$ cat src/idp_pkg.sv
`default_nettype none

package idp_pkg;

  // Configuration register indexes
  localparam int unsigned CfgIdxW = 3;
  localparam logic [CfgIdxW-1:0] REG_SIGNED_INPUT = 3'd0;
  localparam logic [CfgIdxW-1:0] REG_BIAS_ENABLE  = 3'd1;
  localparam logic [CfgIdxW-1:0] REG_WGT_ADJ      = 3'd2;
  localparam logic [CfgIdxW-1:0] REG_SUM_ENABLE   = 3'd3;
  localparam logic [CfgIdxW-1:0] REG_SUM_SCALE    = 3'd4;
  localparam logic [CfgIdxW-1:0] REG_DEST_TYPE    = 3'd5;

  // Destination type codes; anything else is s32
  localparam logic [1:0] DEST_S32 = 2'd0;
  localparam logic [1:0] DEST_S8  = 2'd1;
  localparam logic [1:0] DEST_U8  = 2'd2;

  typedef logic signed [16:0] quad_sum_t;

  // Saturate a pair sum to int16
  function automatic logic signed [15:0] sat16(input logic signed [17:0] v);
    logic signed [15:0] r;
    if (v > 18'sd32767) begin
      r = 16'sh7fff;
    end else if (v < -18'sd32768) begin
      r = 16'sh8000;
    end else begin
      r = v[15:0];
    end
    return r;
  endfunction

endpackage

`default_nettype wire

$ cat src/idp_if.sv
`default_nettype none

interface idp_in_if;
  logic               valid;
  logic               ready;
  logic [31:0]        act_quad;
  logic [31:0]        wgt_quad;
  logic               last_quad;
  logic signed [31:0] bias_value;
  logic signed [31:0] compensation;
  logic signed [31:0] out_scale;
  logic signed [31:0] prev_dest;

  modport source (
    output valid, act_quad, wgt_quad, last_quad, bias_value, compensation, out_scale,
    prev_dest,
    input  ready
  );
  modport sink (
    input  valid, act_quad, wgt_quad, last_quad, bias_value, compensation, out_scale,
    prev_dest,
    output ready
  );
endinterface

interface idp_out_if;
  logic               valid;
  logic               ready;
  logic signed [31:0] result_value;

  modport source (output valid, result_value, input ready);
  modport sink (input valid, result_value, output ready);
endinterface

interface idp_cfg_if;
  logic                         valid;
  logic                         ready;
  logic [idp_pkg::CfgIdxW-1:0]  index;
  logic [31:0]                  data;

  modport source (output valid, index, data, input ready);
  modport sink (input valid, index, data, output ready);
endinterface

`default_nettype wire

$ cat src/idp_mac.sv
`default_nettype none

// Four byte products, summed in pairs, each pair saturated to int16.
module idp_mac (
  input  wire logic [31:0]        act_i,
  input  wire logic [31:0]        wgt_i,
  input  wire logic               signed_input_i,
  output idp_pkg::quad_sum_t      sum_o
);

  logic [31:0]               act;
  logic signed [16:0]        prod [4];
  logic signed [15:0]        pair [2];

  // Flip the top bit of each byte to move s8 into the u8 range
  assign act = signed_input_i ? (act_i ^ 32'h8080_8080) : act_i;

  always_comb begin
    for (int k = 0; k < 4; k++) begin
      prod[k] = $signed({1'b0, act[8*k +: 8]}) * $signed(wgt_i[8*k +: 8]);
    end
    for (int p = 0; p < 2; p++) begin
      pair[p] = idp_pkg::sat16(18'(prod[2*p]) + 18'(prod[2*p+1]));
    end
  end

  assign sum_o = 17'(pair[0]) + 17'(pair[1]);

endmodule

`default_nettype wire

$ cat src/idp_mul.sv
`default_nettype none

// Shared signed multiplier with registered product.
module idp_mul (
  input  wire logic               clk_i,
  input  wire logic signed [32:0] a_i,
  input  wire logic signed [32:0] b_i,
  output logic signed [63:0]      p_o
);

  logic signed [65:0] full;
  logic signed [63:0] p_q;

  assign full = a_i * b_i;

  always_ff @(posedge clk_i) begin
    p_q <= full[63:0];
  end

  assign p_o = p_q;

endmodule

`default_nettype wire

$ cat src/int8_dot_product_requantize_unit.sv
`default_nettype none

// int8 dot product with requantization. Each request carries four activation
// and four weight bytes; a request without last_quad only accumulates, and
// requests of that kind can follow back to back while the sequencer is idle. A
// request with last_quad set also runs the requantization through one shared
// 33x33 multiplier (adjusted bias, output scale, sum scale) under a small
// sequencer: after accepting it the block is busy through the BIAS, PRE, SCALE,
// SUM, ADD and ROUND states and holds in ROUND while the result slot stays full.
// Results are RNE rounded and saturated to the configured destination type;
// scales carry SCALE_FRAC_BITS fraction bits.
module int8_dot_product_requantize_unit #(
  parameter int unsigned SCALE_FRAC_BITS = 16
) (
  input  wire logic  clk_i,
  input  wire logic  rst_ni,
  idp_in_if.sink     in_i,
  idp_out_if.source  out_o,
  idp_cfg_if.sink    cfg_i
);

  localparam int unsigned F = SCALE_FRAC_BITS;
  localparam logic [31:0] ScaleOne = 32'(64'd1 << F);
  localparam logic [F-1:0] RndHalf = {1'b1, {(F-1){1'b0}}};
  localparam logic signed [65:0] Int32Max66 = 66'sd2147483647;
  localparam logic signed [65:0] Int32Min66 = -66'sd2147483648;

  localparam logic [2:0] ST_IDLE  = 3'd0;
  localparam logic [2:0] ST_BIAS  = 3'd1;
  localparam logic [2:0] ST_PRE   = 3'd2;
  localparam logic [2:0] ST_SCALE = 3'd3;
  localparam logic [2:0] ST_SUM   = 3'd4;
  localparam logic [2:0] ST_ADD   = 3'd5;
  localparam logic [2:0] ST_ROUND = 3'd6;

  function automatic logic signed [63:0] rne(input logic signed [63:0] v);
    logic signed [63:0] q;
    logic [F-1:0]       r;
    logic               up;
    q  = v >>> F;
    r  = v[F-1:0];
    up = (r > RndHalf) || ((r == RndHalf) && q[0]);
    return q + 64'(up);
  endfunction

  // Configuration registers
  logic        signed_input_q, bias_enable_q, sum_enable_q;
  logic [31:0] wgt_adj_q, sum_scale_q;
  logic [1:0]  dest_type_q;

  logic [2:0]  state_q, state_d;
  logic [31:0] acc_q, acc_d;
  logic        out_valid_q;
  logic signed [31:0] result_q;

  // Payload of the last request
  logic signed [31:0] bias_q, comp_q, oscale_q, prev_q;
  logic signed [31:0] pre_q;
  logic signed [63:0] scaled_q, total_q;

  idp_pkg::quad_sum_t quad_sum;
  logic               in_fire, out_fire, slot_free, emit;
  logic signed [32:0] mul_a, mul_b;
  logic signed [63:0] mul_p;
  logic signed [63:0] bias_term, round_val, lo, hi;
  logic signed [65:0] pre_sum;
  logic signed [64:0] sum65;
  logic signed [63:0] sat_total;
  logic signed [63:0] clamp_val;

  idp_mac u_mac (
    .act_i          (in_i.act_quad),
    .wgt_i          (in_i.wgt_quad),
    .signed_input_i (signed_input_q),
    .sum_o          (quad_sum)
  );

  idp_mul u_mul (
    .clk_i (clk_i),
    .a_i   (mul_a),
    .b_i   (mul_b),
    .p_o   (mul_p)
  );

  assign in_i.ready   = (state_q == ST_IDLE);
  assign in_fire      = in_i.valid && in_i.ready;
  assign out_fire     = out_o.valid && out_o.ready;
  assign slot_free    = !out_valid_q || out_o.ready;
  assign emit         = (state_q == ST_ROUND) && slot_free;
  assign cfg_i.ready  = 1'b1;
  assign out_o.valid  = out_valid_q;
  assign out_o.result_value = result_q;

  // Shared multiplier operands
  always_comb begin
    case (state_q)
      ST_BIAS: begin
        mul_a = 33'(bias_q);
        mul_b = $signed({1'b0, wgt_adj_q});
      end
      ST_SUM: begin
        mul_a = 33'(prev_q);
        mul_b = 33'($signed(sum_scale_q));
      end
      default: begin
        mul_a = 33'(pre_q);
        mul_b = 33'(oscale_q);
      end
    endcase
  end

  always_comb begin
    bias_term = signed_input_q ? rne(mul_p) : 64'(bias_q);
    pre_sum   = 66'($signed(acc_q))
              + (signed_input_q ? 66'(comp_q) : 66'sd0)
              + (bias_enable_q ? 66'(bias_term) : 66'sd0);

    sum65 = 65'(scaled_q) + 65'(mul_p);
    if (sum65[64] != sum65[63]) begin
      sat_total = sum65[64] ? {1'b1, 63'd0} : {1'b0, {63{1'b1}}};
    end else begin
      sat_total = sum65[63:0];
    end

    round_val = rne(total_q);
    case (dest_type_q)
      idp_pkg::DEST_S8: begin
        lo = -64'sd128;
        hi = 64'sd127;
      end
      idp_pkg::DEST_U8: begin
        lo = 64'sd0;
        hi = 64'sd255;
      end
      default: begin
        lo = -64'sd2147483648;
        hi = 64'sd2147483647;
      end
    endcase
    if (round_val < lo) begin
      clamp_val = lo;
    end else if (round_val > hi) begin
      clamp_val = hi;
    end else begin
      clamp_val = round_val;
    end
  end

  always_comb begin
    state_d = state_q;
    acc_d   = acc_q;
    if (in_fire) begin
      acc_d = acc_q + 32'(quad_sum);
      if (in_i.last_quad) begin
        state_d = ST_BIAS;
      end
    end
    case (state_q)
      ST_BIAS:  state_d = ST_PRE;
      ST_PRE:   state_d = ST_SCALE;
      ST_SCALE: state_d = ST_SUM;
      ST_SUM:   state_d = ST_ADD;
      ST_ADD:   state_d = ST_ROUND;
      ST_ROUND: begin
        if (slot_free) begin
          state_d = ST_IDLE;
          acc_d   = '0;
        end
      end
      default: ;
    endcase
  end

  always_ff @(posedge clk_i or negedge rst_ni) begin
    if (!rst_ni) begin
      state_q        <= ST_IDLE;
      acc_q          <= '0;
      out_valid_q    <= 1'b0;
      signed_input_q <= 1'b0;
      bias_enable_q  <= 1'b0;
      wgt_adj_q      <= ScaleOne;
      sum_enable_q   <= 1'b0;
      sum_scale_q    <= ScaleOne;
      dest_type_q    <= idp_pkg::DEST_S32;
    end else begin
      state_q <= state_d;
      acc_q   <= acc_d;
      if (emit) begin
        out_valid_q <= 1'b1;
      end else if (out_fire) begin
        out_valid_q <= 1'b0;
      end
      if (cfg_i.valid) begin
        case (cfg_i.index)
          idp_pkg::REG_SIGNED_INPUT: signed_input_q <= cfg_i.data[0];
          idp_pkg::REG_BIAS_ENABLE:  bias_enable_q  <= cfg_i.data[0];
          idp_pkg::REG_WGT_ADJ:      wgt_adj_q      <= cfg_i.data;
          idp_pkg::REG_SUM_ENABLE:   sum_enable_q   <= cfg_i.data[0];
          idp_pkg::REG_SUM_SCALE:    sum_scale_q    <= cfg_i.data;
          idp_pkg::REG_DEST_TYPE:    dest_type_q    <= cfg_i.data[1:0];
          default: ;
        endcase
      end
    end
  end

  always_ff @(posedge clk_i) begin
    if (in_fire) begin
      bias_q   <= in_i.bias_value;
      comp_q   <= in_i.compensation;
      oscale_q <= in_i.out_scale;
      prev_q   <= in_i.prev_dest;
    end
    if (state_q == ST_PRE) begin
      if (pre_sum > Int32Max66) begin
        pre_q <= Int32Max66[31:0];
      end else if (pre_sum < Int32Min66) begin
        pre_q <= Int32Min66[31:0];
      end else begin
        pre_q <= pre_sum[31:0];
      end
    end
    if (state_q == ST_SUM) begin
      scaled_q <= mul_p;
    end
    if (state_q == ST_ADD) begin
      total_q <= sum_enable_q ? sat_total : scaled_q;
    end
    if (emit) begin
      result_q <= clamp_val[31:0];
    end
  end

`ifndef ASSERT_OFF
  a_busy_not_ready: assert property (@(posedge clk_i) disable iff (!rst_ni)
    (state_q != ST_IDLE) |-> !in_i.ready)
    else $error("input ready while sequencer busy");

  a_last_starts: assert property (@(posedge clk_i) disable iff (!rst_ni)
    (in_fire && in_i.last_quad) |=> (state_q == ST_BIAS))
    else $error("last request did not start requantization");

  a_emit_clears: assert property (@(posedge clk_i) disable iff (!rst_ni)
    emit |=> (out_valid_q && (acc_q == 32'd0) && (state_q == ST_IDLE)))
    else $error("result not posted or accumulator not cleared");

  a_no_overwrite: assert property (@(posedge clk_i) disable iff (!rst_ni)
    (out_valid_q && !out_o.ready) |=> $stable(result_q))
    else $error("pending result overwritten");
`endif

endmodule

`default_nettype wire
$ cat src/flat_wrapper.sv
// flat-port wrapper written by rule: the top's interface ports become plain ports
module int8_dot_product_requantize_unit_flat 
#(
  parameter int unsigned SCALE_FRAC_BITS = 16
)
  (clk_i, rst_ni, in_i_valid, in_i_act_quad, in_i_wgt_quad, in_i_last_quad, in_i_bias_value, in_i_compensation, in_i_out_scale, in_i_prev_dest, in_i_ready, out_o_valid, out_o_result_value, out_o_ready, cfg_i_valid, cfg_i_index, cfg_i_data, cfg_i_ready);
  idp_in_if in_i_i ();
  idp_out_if out_o_i ();
  idp_cfg_if cfg_i_i ();
  input  wire logic clk_i;
  input  wire logic rst_ni;
  input wire logic [$bits(in_i_i.valid)-1:0] in_i_valid;
  input wire logic [$bits(in_i_i.act_quad)-1:0] in_i_act_quad;
  input wire logic [$bits(in_i_i.wgt_quad)-1:0] in_i_wgt_quad;
  input wire logic [$bits(in_i_i.last_quad)-1:0] in_i_last_quad;
  input wire logic [$bits(in_i_i.bias_value)-1:0] in_i_bias_value;
  input wire logic [$bits(in_i_i.compensation)-1:0] in_i_compensation;
  input wire logic [$bits(in_i_i.out_scale)-1:0] in_i_out_scale;
  input wire logic [$bits(in_i_i.prev_dest)-1:0] in_i_prev_dest;
  output wire logic [$bits(in_i_i.ready)-1:0] in_i_ready;
  output wire logic [$bits(out_o_i.valid)-1:0] out_o_valid;
  output wire logic [$bits(out_o_i.result_value)-1:0] out_o_result_value;
  input wire logic [$bits(out_o_i.ready)-1:0] out_o_ready;
  input wire logic [$bits(cfg_i_i.valid)-1:0] cfg_i_valid;
  input wire logic [$bits(cfg_i_i.index)-1:0] cfg_i_index;
  input wire logic [$bits(cfg_i_i.data)-1:0] cfg_i_data;
  output wire logic [$bits(cfg_i_i.ready)-1:0] cfg_i_ready;
  assign in_i_i.valid = in_i_valid;
  assign in_i_i.act_quad = in_i_act_quad;
  assign in_i_i.wgt_quad = in_i_wgt_quad;
  assign in_i_i.last_quad = in_i_last_quad;
  assign in_i_i.bias_value = in_i_bias_value;
  assign in_i_i.compensation = in_i_compensation;
  assign in_i_i.out_scale = in_i_out_scale;
  assign in_i_i.prev_dest = in_i_prev_dest;
  assign in_i_ready = in_i_i.ready;
  assign out_o_valid = out_o_i.valid;
  assign out_o_result_value = out_o_i.result_value;
  assign out_o_i.ready = out_o_ready;
  assign cfg_i_i.valid = cfg_i_valid;
  assign cfg_i_i.index = cfg_i_index;
  assign cfg_i_i.data = cfg_i_data;
  assign cfg_i_ready = cfg_i_i.ready;
  int8_dot_product_requantize_unit #(.SCALE_FRAC_BITS(SCALE_FRAC_BITS)) u_core (.clk_i(clk_i), .rst_ni(rst_ni), .in_i(in_i_i), .out_o(out_o_i), .cfg_i(cfg_i_i));
endmodule
$ cat config.mk
export PLATFORM = sky130hd
export DESIGN_NAME = int8_dot_product_requantize_unit_flat
export DESIGN_NICKNAME = d
export VERILOG_FILES = /design/src/idp_pkg.sv /design/src/idp_if.sv /design/src/idp_mac.sv /design/src/idp_mul.sv /design/src/int8_dot_product_requantize_unit.sv /design/src/flat_wrapper.sv
export SDC_FILE = /design/constraint.sdc
export NUM_CORES = 2
export LEC_CHECK = 0
export ABC_CLOCK_PERIOD_IN_PS = 11150
export BUFFER_PORTS_ARGS = -buffer_cell sky130_fd_sc_hd__buf_4
export CELL_PAD_IN_SITES_DETAIL_PLACEMENT = 0
export CELL_PAD_IN_SITES_GLOBAL_PLACEMENT = 1
export CORE_ASPECT_RATIO = 1.1
export CORE_MARGIN = 2
export CORE_UTILIZATION = 40
export DETAILED_ROUTE_END_ITERATION = 7
export PLACE_DENSITY_LB_ADDON = 0.1
export SLEW_MARGIN = 20
export SYNTH_ARGS = -nofsm -noshare
export SYNTH_HDL_FRONTEND = slang
export SYNTH_SLANG_ARGS = --single-unit
$ cat constraint.sdc
create_clock -name clk_i -period 11.15 [get_ports clk_i]
set_input_delay 1.6725 -clock clk_i [delete_from_list [all_inputs] [get_ports clk_i]]
set_output_delay 1.6725 -clock clk_i [all_outputs]
set_load 0.01 [all_outputs]
# == Word-level counts from Yosys, hierarchy flattened ==
# Index checks and enable logic that the tools add are counted.
# classes
addsub,9
n_mul,5
magnitude_cmp,10
n_eq_ne,16
mux,27
bitwise_logic,1
reduce_logical,18
# op_table
cell,n
2-to-1 mux 64 bit,4
2-to-1 mux 32 bit,7
2-to-1 mux 66 bit,2
one-hot mux 33 bit (2 select lines),2
one-hot mux 64 bit (2 select lines),1
adder 48 x 2 -> 49 bit,2
multiplier 9 x 8 -> 17 bit,4
adder 32 x 66 -> 66 bit,1
adder 66 bit,1
"> comparator 66 x 32 -> 1 bit, second input constant",1
"< comparator 66 x 32 -> 1 bit, second input constant",1
adder 64 x 64 -> 65 bit,1
< comparator 49 x 64 -> 1 bit,1
multiplier 33 x 33 -> 64 bit,1
2-to-1 mux 16 bit,4
one-hot mux 31 bit (2 select lines),1
> comparator 49 x 32 -> 1 bit,1
adder 17 x 17 -> 18 bit,2
"> comparator 18 x 16 -> 1 bit, second input constant",2
"< comparator 18 x 16 -> 1 bit, second input constant",2
adder 32 bit,1
"== test 16 bit, second input constant",2
"> comparator 16 bit, second input constant",2
one-hot mux 3 bit (6 select lines),1
16 further kinds,39
# word_totals
register_bits,489
input_bits,233

# == Logic depth before layout (Yosys ltp) ==
# logic_depth
word_depth,12
mapped_depth,49
mapped_depth_nobuf,47

# == By module ==
# Synthesis repeated with hierarchy kept, for this count alone.
# hier_totals
cells_unflattened,8565
area_unflattened_um2,80677.4
# modules_own_cells
module,instances,cells_per_inst,area_each_um2,seq_area_each_um2
idp_mul,1,4267,39744.4,1281.2
int8_dot_product_requantize_unit,1,3091,30461.7,12239.2
idp_mac,1,1207,10471.3,0.0

# == Worst setup path after synthesis ==
# OpenSTA, ideal clock, no wires.
# synth_timing
path_kind,input-to-reg
from,input in_i_act_quad[15]
to,register u_core.acc_q[31]
setup_time_ns,0.078
arrival_ns,11.927
t_required_ns,11.072
slack_ns,-0.856
path_stages,44
n_path_buf,1
cell_sequence,xor2_1 -> nand2_1 -> fa_1 -> fa_1 -> inv_1 -> fa_1 -> fa_1 -> fa_1 -> inv_1 -> fa_1 -> inv_1 -> ha_1 -> a21oi_1 -> o21ai_0 -> a41oi_1 -> a21oi_1 -> a211o_1 -> a21oi_1 -> [... 8 more ...] -> a21oi_1 -> nor2b_1 -> o21a_1 -> o311a_1 -> o41ai_1 -> o21bai_1 -> a21oi_1 -> xnor2_1 -> ha_1 -> and3_1 -> and3_1 -> o41ai_1 -> a21oi_1 -> a41o_1 -> o41ai_1 -> xor2_1 -> or3_1 -> a21oi_1
# synth_between
elab_chain_len,12
# synth_rtl
element,line_no,text
start: declaration,flat_wrapper.sv:13,input wire logic [$bits(in_i_i.act_quad)-1:0] in_i_act_quad;
inverter 4 bit (no line),-,
2-to-1 mux 32 bit (*),idp_mac.sv:16,assign act = signed_input_i ? (act_i ^ 32'h8080_8080) : act_i;
multiplier 9 x 8 -> 17 bit (*),idp_mac.sv:20,"prod[k] = $signed({1'b0, act[8*k +: 8]}) * $signed(wgt_i[8*k +: 8]);"
adder 17 x 17 -> 18 bit (*),idp_mac.sv:23,pair[p] = idp_pkg::sat16(18'(prod[2*p]) + 18'(prod[2*p+1]));
< comparator 18 x 16 -> 1 bit,idp_pkg.sv:26,end else if (v < -18'sd32768) begin
2-to-1 mux 16 bit,idp_pkg.sv:26,
2-to-1 mux 16 bit (*),idp_pkg.sv:24,if (v > 18'sd32767) begin
adder 16 x 16 -> 17 bit (*),idp_mac.sv:27,assign sum_o = 17'(pair[0]) + 17'(pair[1]);
adder 32 bit (*),int8_dot_product_requantize_unit.sv:153,acc_d = acc_q + 32'(quad_sum);
2-to-1 mux 32 bit (*),int8_dot_product_requantize_unit.sv:152,if (in_fire) begin
2-to-1 mux 32 bit,int8_dot_product_requantize_unit.sv:165,if (slot_free) begin
2-to-1 mux 32 bit (*),int8_dot_product_requantize_unit.sv:158,case (state_q)
named net u_core.acc_d[31],int8_dot_product_requantize_unit.sv:52,"logic [31:0] acc_q, acc_d;"
end signal: assignment,int8_dot_product_requantize_unit.sv:177,acc_q <= '0;
end signal: assignment,int8_dot_product_requantize_unit.sv:187,acc_q <= acc_d;
end: declaration,int8_dot_product_requantize_unit.sv:52,
# Mark *: on every way through the listed nets, which the timed path passes. The rest lies on a longest branch.
# A chain may end at the register's enable or synchronous reset.

# == Worst setup path after layout ==
# layout_timing
from,input in_i_act_quad[4]
to,register u_core.acc_q[31]
# layout_between
elab_chain_len,11
# layout_rtl
element,line_no
2-to-1 mux 32 bit (*),idp_mac.sv:16
multiplier 9 x 8 -> 17 bit (*),idp_mac.sv:20
adder 17 x 17 -> 18 bit (*),idp_mac.sv:23
< comparator 18 x 16 -> 1 bit,idp_pkg.sv:26
2-to-1 mux 16 bit,idp_pkg.sv:26
2-to-1 mux 16 bit (*),idp_pkg.sv:24
adder 16 x 16 -> 17 bit (*),idp_mac.sv:27
adder 32 bit (*),int8_dot_product_requantize_unit.sv:153
2-to-1 mux 32 bit (*),int8_dot_product_requantize_unit.sv:152
2-to-1 mux 32 bit,int8_dot_product_requantize_unit.sv:165
2-to-1 mux 32 bit (*),int8_dot_product_requantize_unit.sv:158
named net u_core.acc_d[31],int8_dot_product_requantize_unit.sv:52
# Marks and branches as above.

==> results_dict.tcl <==
set metrics [dict create \
    worstReg2RegStart "u_core.state_q[2]$_DFF_PN0_" \
    antenna_found_initial 8 \
    critPathMaxFanout 4 \
    slew_violations 0 \
    seqCellArea_mm2 0.0135 \
    yosysWarnings 0 \
    area_growth_pct 13.5 \
    grtUsageTotal_pct 27.4 \
    synth_nets 10573 \
    synth_common_cells "inv_1 (1542), fa_1 (1356), nand2_1 (1199)" \
    hpwl_mm 223 \
    maxCapViolations 0 \
    setup_viol 0 \
    hold_viol 0 \
    die_h_um 467 \
    min_path_cells 0 \
    pre_cts_ws_ns -0.858 \
    cts_root_buf "clkbuf_16" \
    arrival_ns 11.59 \
    overflow 0 \
    post-place-cells 11351 \
    drive_gt1_share_pct 12.1 \
    grt_pass1_vias 65275 \
    cts_tree "built" \
    hold_class "flop to flop" \
    whs_endpoint "u_core.scaled_q[6]$_DFFE_PN_" \
    yosysMostFrequentCell "inv_1" \
    rows 170 \
    numPortBuffers 266 \
    period_share_pct 98.3 \
    rsz0062_at_grt "true" \
    path_class "primary input to flop" \
    status "complete, no violations" \
    avgSynthCellArea_um2 9.30 \
    ctsHtreeMaxLevel 2 \
    critPathLaunchType "primary input" \
    gp_congestion 0.941 \
    die-area_mm2 0.199 \
    insertion_delay_ns 0.75 \
    slew_headroom_pct 26.5 \
    fillCellCount 18949 \
    multi_input_area_mm2 0.0581 \
    syn-cell-area_mm2 0.0781 \
    synth_edf_count 320 \
    fin_crit_ns 10.96 \
    grt_pass1_wl_mm 409 \
    avgViaCountPerCell 5.28 \
    syn_inst 8398 \
    worst_path_most_repeated_cell "fa_1" \
    clockBufferDepth 3 \
    ff2ff_path_depth 31 \
    r2r_slack_ns 0.42 \
    max_stage_delay_ns 0.52 \
    cp.required_ns 11.78 \
    ys_seq_area_share_pct 17.3 \
    clock_skew_ns 0.0662 \
    cpMaxStageDelayCell "fa_1" \
    yosys.area.top_type "fa_1" \
    ys_types 106 \
    worst_slack_ns 0.190 \
    numCtsBuffers 58 \
    dieWidth_um 425 \
    crit_path_end_kind "flop" \
    finalInstanceArea_mm2 0.0886 \
    final_cells 11478 \
    synth_top_area_share_pct 34.8 \
    nNetsFinal 11020 \
    vias 60556 \
    start_util_pct 40.1 \
    grt_max_degree 112 \
    wl_per_cell_um 23.2 \
    ys.flop_type "edfxtp_1" \
    dpl_cell_area_mm2 0.0861 \
    path_clk_slew_ns 0.06 \
    fmax_ghz 0.0912 \
    ys_ff_latch 489 \
    drtAntennaViolNets 0 \
    tightest_slew_ns 1.09 \
    routed_wl_mm 266 \
    io_pins 268 \
    r2r-end "u_core.u_mul.p_o[61]$_DFF_P_" \
    drc 0 \
    async_flop_share_pct 21.5 \
    synth.area.top_cells "fa_1 (35%), edfxtp_1 (12%), ha_1 (9.4%)" \
    core_mm2 0.195 \
    worstHoldStart "u_core.u_mul.p_o[6]$_DFF_P_" \
    firstDrtPassIters 5 \
    clock-sinks 489 \
    timing.hold.ws_ns 0.479 \
    drtIter0Drc 3340 \
]
[how the worst max path moves through the flow]
stage,start,endpoint,slack [ns],depth (start not counted)
2_1_floorplan,in_i_act_quad[1],u_core.acc_q[31]$_DFF_PN0_,-0.01,44
3_5_place_dp,in_i_act_quad[24],u_core.acc_q[30]$_DFF_PN0_,-0.86,47
3_3_place_gp,in_i_act_quad[31],u_core.acc_q[30]$_DFF_PN0_,-0.81,48
4_1_cts,in_i_act_quad[15],u_core.acc_q[31]$_DFF_PN0_,0.004,46
6_report,in_i_act_quad[4],u_core.acc_q[31]$_DFF_PN0_,0.19,47
5_1_grt,in_i_act_quad[28],u_core.acc_q[31]$_DFF_PN0_,-0.23,46
[registers in the layout, indices dropped and copies added (netlist names), 3 cells and up]
name                       count
u_core.bias_q                 32
u_core.scaled_q               64
u_core.oscale_q               32
u_core.pre_q                  32
u_core.state_q                 3
u_core.wgt_adj_q              32
u_core.u_mul.p_o              64
u_core.total_q                64
u_core.prev_q                 32
u_core.acc_q                  32
u_core.sum_scale_q            32
u_core.out_o.result_value     32
u_core.comp_q                 32
[critical path, delay by kind of cell]
kind / cells / cell delay [ns]
buf+inv: 8 / 0.84
simple gates: 5 / 0.73
fa+ha+maj: 9 / 3.77
xor+xnor: 3 / 0.38
compound gates: 22 / 4.17
[metal layers]
metal  GRT usage (%)  vias to the layer above  part of all wire, %
li1                -                    27633                    -
met1            34.3                    31070                   41
met2            47.5                     1464                   49
met3            2.44                      387                  4.0
met4            13.2                        2                  5.8
met5               0                        -               0.0075
[cell families (layout without fill, tap and decap cells)]
| group | count (synthesis) | in the layout | share of synthesized area (%) |
|---|---|---|---|
| mux | 77 | 77 | 1.10 |
| fa+ha+maj | 1942 | 1942 | 44.2 |
| buf+inv | 1875 | 2372 | 9.10 |
| xor+xnor | 323 | 323 | 3.65 |
| other cells | 1 | 4 | 0.00480 |
| simple gates | 2551 | 2551 | 14.8 |
| compound gates | 1140 | 1140 | 9.83 |
| flops | 489 | 489 | 17.3 |
[stage by stage]
stage	utilization (%)	TNS, ns
finish	45.5	0
global placement	44.3	-8.47
detailed placement	44.3	-9.17
global route	45.5	-0.564
floorplan	-	-0.0113
CTS	45.4	0
[cells in the final DEF, fill, tap and decap left out, types with 121 or more instances in the layout]
| cell type | count |
|---|---|
| and2_1 | 246 |
| a21o_1 | 164 |
| nor2_1 | 512 |
| ha_1 | 576 |
| xnor2_1 | 195 |
| o21ai_0 | 137 |
| inv_1 | 1532 |
| buf_4 | 671 |
| edfxtp_1 | 320 |
| a21oi_1 | 360 |
| xor2_1 | 121 |
| nand2_1 | 1197 |
| nand3_1 | 165 |
| fa_1 | 1340 |
[timing repair]
action / CTS / global route
setup buffers: 11 / 2
endpoints found under the setup margin: 3 / 23
pin swaps: 51 / 100
hold buffers: 0 / 0
resized for setup: 29 / 61
[final cells by class]
cell class              count  share of cell area (%)
inverters                1543                    6.55
clock buffers              71                    1.74
flip-flops and latches    489                    15.3
well taps                2580                    3.64
clock inverters            39                   0.505
diodes                      3                 0.00847
multi-input cells        6034                    65.6
repair buffers            719                    6.71
Power is not shown: default switching activity piles up to over one toggle a cycle in this logic, so the estimate is an artifact.
